<file path="src/kdt_pkg.sv">
// kdt_pkg: shared widths, item kind codes, walker state and result types
// for the k-d tree point locator; depends on nothing
package kdt_pkg;

  localparam int unsigned DEF_MAX_POINTS = 1024;

  localparam int unsigned CNT_W   = 11;  // point_count register
  localparam int unsigned PW_W    = 12;  // level power, up to twice the count
  localparam int unsigned IDX_W   = 10;  // entry_index field
  localparam int unsigned COORD_W = 32;  // signed q16.16
  localparam int unsigned RANK_W  = 11;  // signed rank entry, negative is empty
  localparam int unsigned PT_W    = 10;  // point_index field

  localparam logic [CNT_W-1:0] CNT_RESET = CNT_W'(1);

  localparam logic [1:0] KIND_QUERY = 2'd0;
  localparam logic [1:0] KIND_SPLIT = 2'd1;
  localparam logic [1:0] KIND_RANK  = 2'd2;

  typedef enum logic [1:0] {
    ST_IDLE,
    ST_WALK,
    ST_LEAF
  } walk_state_e;

  typedef struct packed {
    logic            valid;
    logic            miss;
    logic [PT_W-1:0] point_index;
  } res_t;

endpackage

</file>
<file path="src/kdt_walk.sv">
// kdt_walk: level-by-level descent sequencer, one split read per level
// then one rank read; depends on kdt_pkg
module kdt_walk import kdt_pkg::*; #(
  parameter int unsigned MAX_POINTS = DEF_MAX_POINTS
) (
  input  logic                          clk_i,
  input  logic                          rst_ni,
  input  logic                          start_i,
  input  logic signed [COORD_W-1:0]     qx_i,
  input  logic signed [COORD_W-1:0]     qy_i,
  input  logic [CNT_W-1:0]              count_i,
  output logic                          ready_o,
  output logic                          split_re_o,
  output logic [$clog2(MAX_POINTS)-1:0] split_raddr_o,
  input  logic [COORD_W-1:0]            split_rdata_i,
  output logic                          rank_re_o,
  output logic [$clog2(MAX_POINTS)-1:0] rank_raddr_o,
  input  logic [RANK_W-1:0]             rank_rdata_i,
  input  logic                          stall_i,
  output res_t                          res_o
);

  localparam int unsigned AW = $clog2(MAX_POINTS);
  localparam int unsigned NW = AW + 1;

  walk_state_e state_q, state_d;

  logic [NW-1:0]             node_q, node_d, leaf_q, leaf_d;
  logic [CNT_W-1:0]          begin_q, begin_d, end_q, end_d, n_q, n_d;
  logic [PW_W-1:0]           pw_q, pw_d;
  logic                      use_y_q, use_y_d;
  logic                      node_oob_q, node_oob_d, leaf_oob_q, leaf_oob_d;
  logic signed [COORD_W-1:0] qx_q, qx_d, qy_q, qy_d;

  logic [CNT_W-1:0]          n_eff, half;
  logic signed [COORD_W-1:0] coord, split_eff;
  logic                      go_left, more;
  logic [NW-1:0]             node_nx, leaf_nx;
  logic [PW_W-1:0]           pw_nx;
  logic [RANK_W-1:0]         entry;

  // clamp the point count into 1..MAX_POINTS
  always_comb begin
    if (count_i == '0) begin
      n_eff = CNT_W'(1);
    end else if (32'(count_i) > 32'(MAX_POINTS)) begin
      n_eff = CNT_W'(MAX_POINTS);
    end else begin
      n_eff = count_i;
    end
  end

  // one level of descent
  always_comb begin
    half      = (end_q - begin_q) >> 1;
    split_eff = node_oob_q ? '0 : $signed(split_rdata_i);
    coord     = use_y_q ? qy_q : qx_q;
    go_left   = (half != '0) && (coord < split_eff);
    node_nx   = {node_q[NW-2:0], 1'b0} + (go_left ? NW'(1) : NW'(2));
    leaf_nx   = {leaf_q[NW-2:0], ~go_left};
    pw_nx     = {pw_q[PW_W-2:0], 1'b0};
    more      = pw_nx < PW_W'(n_q);
    entry     = leaf_oob_q ? '0 : rank_rdata_i;
  end

  always_comb begin
    state_d = state_q;
    case (state_q)
      ST_IDLE: begin
        if (start_i) begin
          state_d = (n_eff > CNT_W'(1)) ? ST_WALK : ST_LEAF;
        end
      end
      ST_WALK: begin
        state_d = more ? ST_WALK : ST_LEAF;
      end
      ST_LEAF: begin
        if (!stall_i) begin
          state_d = ST_IDLE;
        end
      end
      default: state_d = ST_IDLE;
    endcase
  end

  always_comb begin
    ready_o       = 1'b0;
    split_re_o    = 1'b0;
    split_raddr_o = '0;
    rank_re_o     = 1'b0;
    rank_raddr_o  = '0;
    res_o         = '0;
    case (state_q)
      ST_IDLE: begin
        ready_o = 1'b1;
        if (start_i) begin
          split_re_o = n_eff > CNT_W'(1);
          rank_re_o  = n_eff == CNT_W'(1);
        end
      end
      ST_WALK: begin
        split_re_o    = more;
        split_raddr_o = AW'(node_nx);
        rank_re_o     = ~more;
        rank_raddr_o  = AW'(leaf_nx);
      end
      ST_LEAF: begin
        res_o.valid       = ~stall_i;
        res_o.miss        = entry[RANK_W-1];
        res_o.point_index = entry[RANK_W-1] ? '0 : entry[PT_W-1:0];
      end
      default: ;
    endcase
  end

  always_comb begin
    node_d     = node_q;
    leaf_d     = leaf_q;
    begin_d    = begin_q;
    end_d      = end_q;
    n_d        = n_q;
    pw_d       = pw_q;
    use_y_d    = use_y_q;
    node_oob_d = node_oob_q;
    leaf_oob_d = leaf_oob_q;
    qx_d       = qx_q;
    qy_d       = qy_q;
    if (state_q == ST_IDLE && start_i) begin
      node_d     = '0;
      leaf_d     = '0;
      begin_d    = '0;
      end_d      = n_eff;
      n_d        = n_eff;
      pw_d       = PW_W'(1);
      use_y_d    = 1'b0;
      node_oob_d = 1'b0;
      leaf_oob_d = 1'b0;
      qx_d       = qx_i;
      qy_d       = qy_i;
    end else if (state_q == ST_WALK) begin
      node_d     = node_nx;
      leaf_d     = leaf_nx;
      pw_d       = pw_nx;
      use_y_d    = ~use_y_q;
      node_oob_d = 32'(node_nx) >= 32'(MAX_POINTS);
      leaf_oob_d = 32'(leaf_nx) >= 32'(MAX_POINTS);
      if (go_left) begin
        end_d = begin_q + half;
      end else begin
        begin_d = begin_q + half;
      end
    end
  end

  always_ff @(posedge clk_i or negedge rst_ni) begin
    if (!rst_ni) begin
      state_q <= ST_IDLE;
    end else begin
      state_q <= state_d;
    end
  end

  always_ff @(posedge clk_i) begin
    node_q     <= node_d;
    leaf_q     <= leaf_d;
    begin_q    <= begin_d;
    end_q      <= end_d;
    n_q        <= n_d;
    pw_q       <= pw_d;
    use_y_q    <= use_y_d;
    node_oob_q <= node_oob_d;
    leaf_oob_q <= leaf_oob_d;
    qx_q       <= qx_d;
    qy_q       <= qy_d;
  end

endmodule

</file>
<file path="config.mk">
export PLATFORM = sky130hd
export DESIGN_NAME = kdt_walk
export DESIGN_NICKNAME = d
export VERILOG_FILES = /design/src/kdt_pkg.sv /design/src/kdt_walk.sv
export SDC_FILE = /design/constraint.sdc
export NUM_CORES = 1
export LEC_CHECK = 0
export BUFFER_PORTS_ARGS = -buffer_cell sky130_fd_sc_hd__buf_4
export CORE_ASPECT_RATIO = 0.9
export CORE_MARGIN = 2
export CORE_UTILIZATION = 50
export DETAILED_ROUTE_END_ITERATION = 6
export PLACE_DENSITY = 0.84
export SLEW_MARGIN = 20
export SYNTH_ARGS = -nofsm -noshare
export SYNTH_HDL_FRONTEND = slang
export SYNTH_SLANG_ARGS = --single-unit
</file>
<file path="constraint.sdc">
create_clock -name clk_i -period 7.7 [get_ports clk_i]
set_input_delay 0.77 -clock clk_i [delete_from_list [all_inputs] [get_ports clk_i]]
set_output_delay 0.77 -clock clk_i [all_outputs]
set_load 0.01 [all_outputs]
</file>
==> metrics <==
htree depth 4; hpwl dp around 12000 um; NetSw 1810 uW; RSZ-0062 raised after global routing no; Post-layout nets roughly 1000; initial antenna violation count 0; Synth Area per Inst between 10 and 15 um^2; number of iterations in the first detailed-routing pass 5; dpl cells 1012; Synth Instances 681; Hold Violations, Final 0; crit path kind reg2out; Met2 Routed Length approximately 7900 um; vias in the first global route 5481; crit path launch type flip-flop; Port Buffer Count around 160; Comb pwr share roughly 54%; clk_lat worst skew between 400 and 500 ps; Via-to-Cell Ratio between 5 and 6; Slew Limit Fails 0; Crit. End Element output pin; highest metal used met4; met3 wire length roughly 1400 um; Max Root-Sink Buffers 2; share of layout cells above drive strength 1 27.7%; skew final between 9 and 10 ps; Tot GR Track Use approximately 23%; gp weighted congestion a little under 0.9; Synth async-reset ratio 1.50%; postcts setup bufs 0; max-cap violations 0; first-pass GRT wire length ~27000 um; fmax 0.179 GHz; CTS buffer count 17; grt ovf 0; Core Rows between 40 and 50; n_diodes 0; setup TNS 0 ps; PostCTS Resize Cnt 0; hold buffers post-CTS 0; non-filler instance count after layout 1044; drt drc 0; Starting DRT DRC Count ~350; # setup viols final 0; routed metal-1 wirelength around 7500 um; min Tclk post-route between 5000 and 6000 ps; die area 0.0153 mm^2; layout overhead on the synthesized area 28.1%; top-area cell type share of the netlist area roughly 36%; Reg clk slew, reported paths ~60 ps; sequential share of the synthesized area roughly 50%; final worst-path cycle share between 70% and 80%; status complete, no violations; final WL 17000 um; Hold WC Path Type in2async; most common cell in the netlist edfxtp_1; synth warn 0; Post-Syn Area approximately 0.007 mm^2; worst vdd ir ~300 uV; Syn Nets slightly below 900; P_leak about 0.004 uW; Clock Power Share between 10% and 20%; Post-synth EDFFs between 80 and 90; Die H between 100 and 150 um; switching part of the total between 30% and 40%; Seq pwr share a little over a quarter; worst slew pin tran 987 ps; core area roughly 0.014 mm^2; Pint 2760 uW; Ports approximately 160; Post-synth top cells 86 x edfxtp_1, 74 x nand2_1, 62 x ha_1, 51 x a21oi_1, 45 x dfxtp_1; Routed Antenna Nets 0; CP Data Required Time 6930 ps; Starting Density just over 50%; Clock Sinks between 100 and 150; Most used DFF post-synth edfxtp_1; DR WL/cell roughly 16 um; largest net degree at the start of global routing 88; Max-slew headroom 34.2%; Arrival @ worst endpoint 4820 ps; TritonCTS clock tree done; PD cells between 400 and 500 mW/mm^2; Util after Layout between 60% and 70%; via count roughly 5600; Yosys top cell by area edfxtp_1; overall power 4580 uW; post-synth cell types 57; Max Fanout on Critical Path 17; CTS Root Buffer Type clkbuf_16; die width about 130 um; Area contributors post-synth edfxtp_1 36%, dfxtp_1 13%, ha_1 11%; synthesis-stage register bit count approximately 130
logic make-up (layout without fill, tap and decap cells):
logic type | after synthesis | in the layout | synth area share [%]
xor+xnor | 25 | 25 | 3.05
buf+inv | 67 | 237 | 3.52
fa+ha+maj | 64 | 64 | 11.4
flops | 133 | 133 | 49.2
mux | 41 | 41 | 6.35
simple gates | 224 | 224 | 15.3
compound gates | 127 | 127 | 11.2
registers in the layout (all words and copies together), names as in the netlist, 2 cells and up:
| signal | cells |
|---|---|
| begin_q | 11 |
| end_q | 11 |
| leaf_q | 10 |
| n_q | 11 |
| node_q | 10 |
| pw_q | 11 |
| qx_q | 32 |
| qy_q | 32 |
| state_q | 2 |
worst paths after layout:
kind | startpoint | endpoint | slack, ps | cells after the start
worst max-delay path | use_y_q | split_raddr_o[9] | 2110 | 16
worst min-delay path | rst_ni | state_q[1] | 130 | 1
worst max register to register | use_y_q | node_q[9] | 3230 | 17
worst min register to register | leaf_q[1] | leaf_q[1] | 460 | 2
max in group asynchronous | rst_ni | state_q[0] | 7480 | 1
min in group clk_i | leaf_q[1] | leaf_q[1] | 460 | 2
critical path: stages, from the launching register on:
cell	delay [ps]
dfxtp_1	830
buf_4	390
mux2_2	380
ha_1	310
a21oi_1	150
o21ai_0	140
a221oi_1	340
nor4_1	90
nor3_1	320
xnor2_1	180
nand2_1	120
ha_1	180
ha_1	230
nand3_1	100
or3_1	310
a21oi_1	190
buf_4	150
cells in the final DEF (no fill, tap or decap), types with 4 or more instances in the layout:
cell type,instances
a211oi_1,4
a21o_1,6
a21oi_1,51
and2_1,12
buf_4,161
bufinv_16,4
clkbuf_16,18
dfxtp_1,45
edfxtp_1,86
ha_1,62
inv_1,43
mux2_2,36
mux2i_1,5
nand2_1,74
nand2b_1,34
nand3_1,19
nor2_1,41
nor2b_1,11
nor3_1,9
nor4_1,5
o21a_1,6
o21ai_0,24
or3_1,4
xnor2_1,11
xor2_1,14
layout make-up:
| type | instances | area [um^2] |
|---|---|---|
| timing repair buffer | 161 | 1210 |
| sequential | 133 | 3530 |
| clock inverter | 8 | 144 |
| tap | 193 | 241 |
| clock buffer | 24 | 503 |
| inverter | 44 | 168 |
| fill | 1087 | 4810 |
| multi-input combinational | 481 | 3390 |
power by group through the flow:
stage | combinational (uW) | sequential (uW) | clock [uW]
global route | 2770 | 1240 | 922
CTS | 2480 | 1210 | 894
floorplan | 1870 | 1160 | 0
finish | 2490 | 1210 | 881
global placement | 2350 | 1220 | 0
detailed placement | 2450 | 1220 | 0
through the flow:
stage	hold slack [ps]	instance area, um^2	setup WS [ps]
after floorplan	432	7180	3240
after global placement	442	8540	2650
after detailed placement	450	8540	2570
after CTS	112	9190	2090
after global routing	110	9190	1770
final	128	9190	2110
per-layer routing:
layer  global-route usage [%]  vias up
met4                     7.59        0
met1                     29.5     2574
li1                         -     2749
met2                     36.2      213
met5                        0        -
met3                     6.32       25
(Power assumes the default switching activity.)
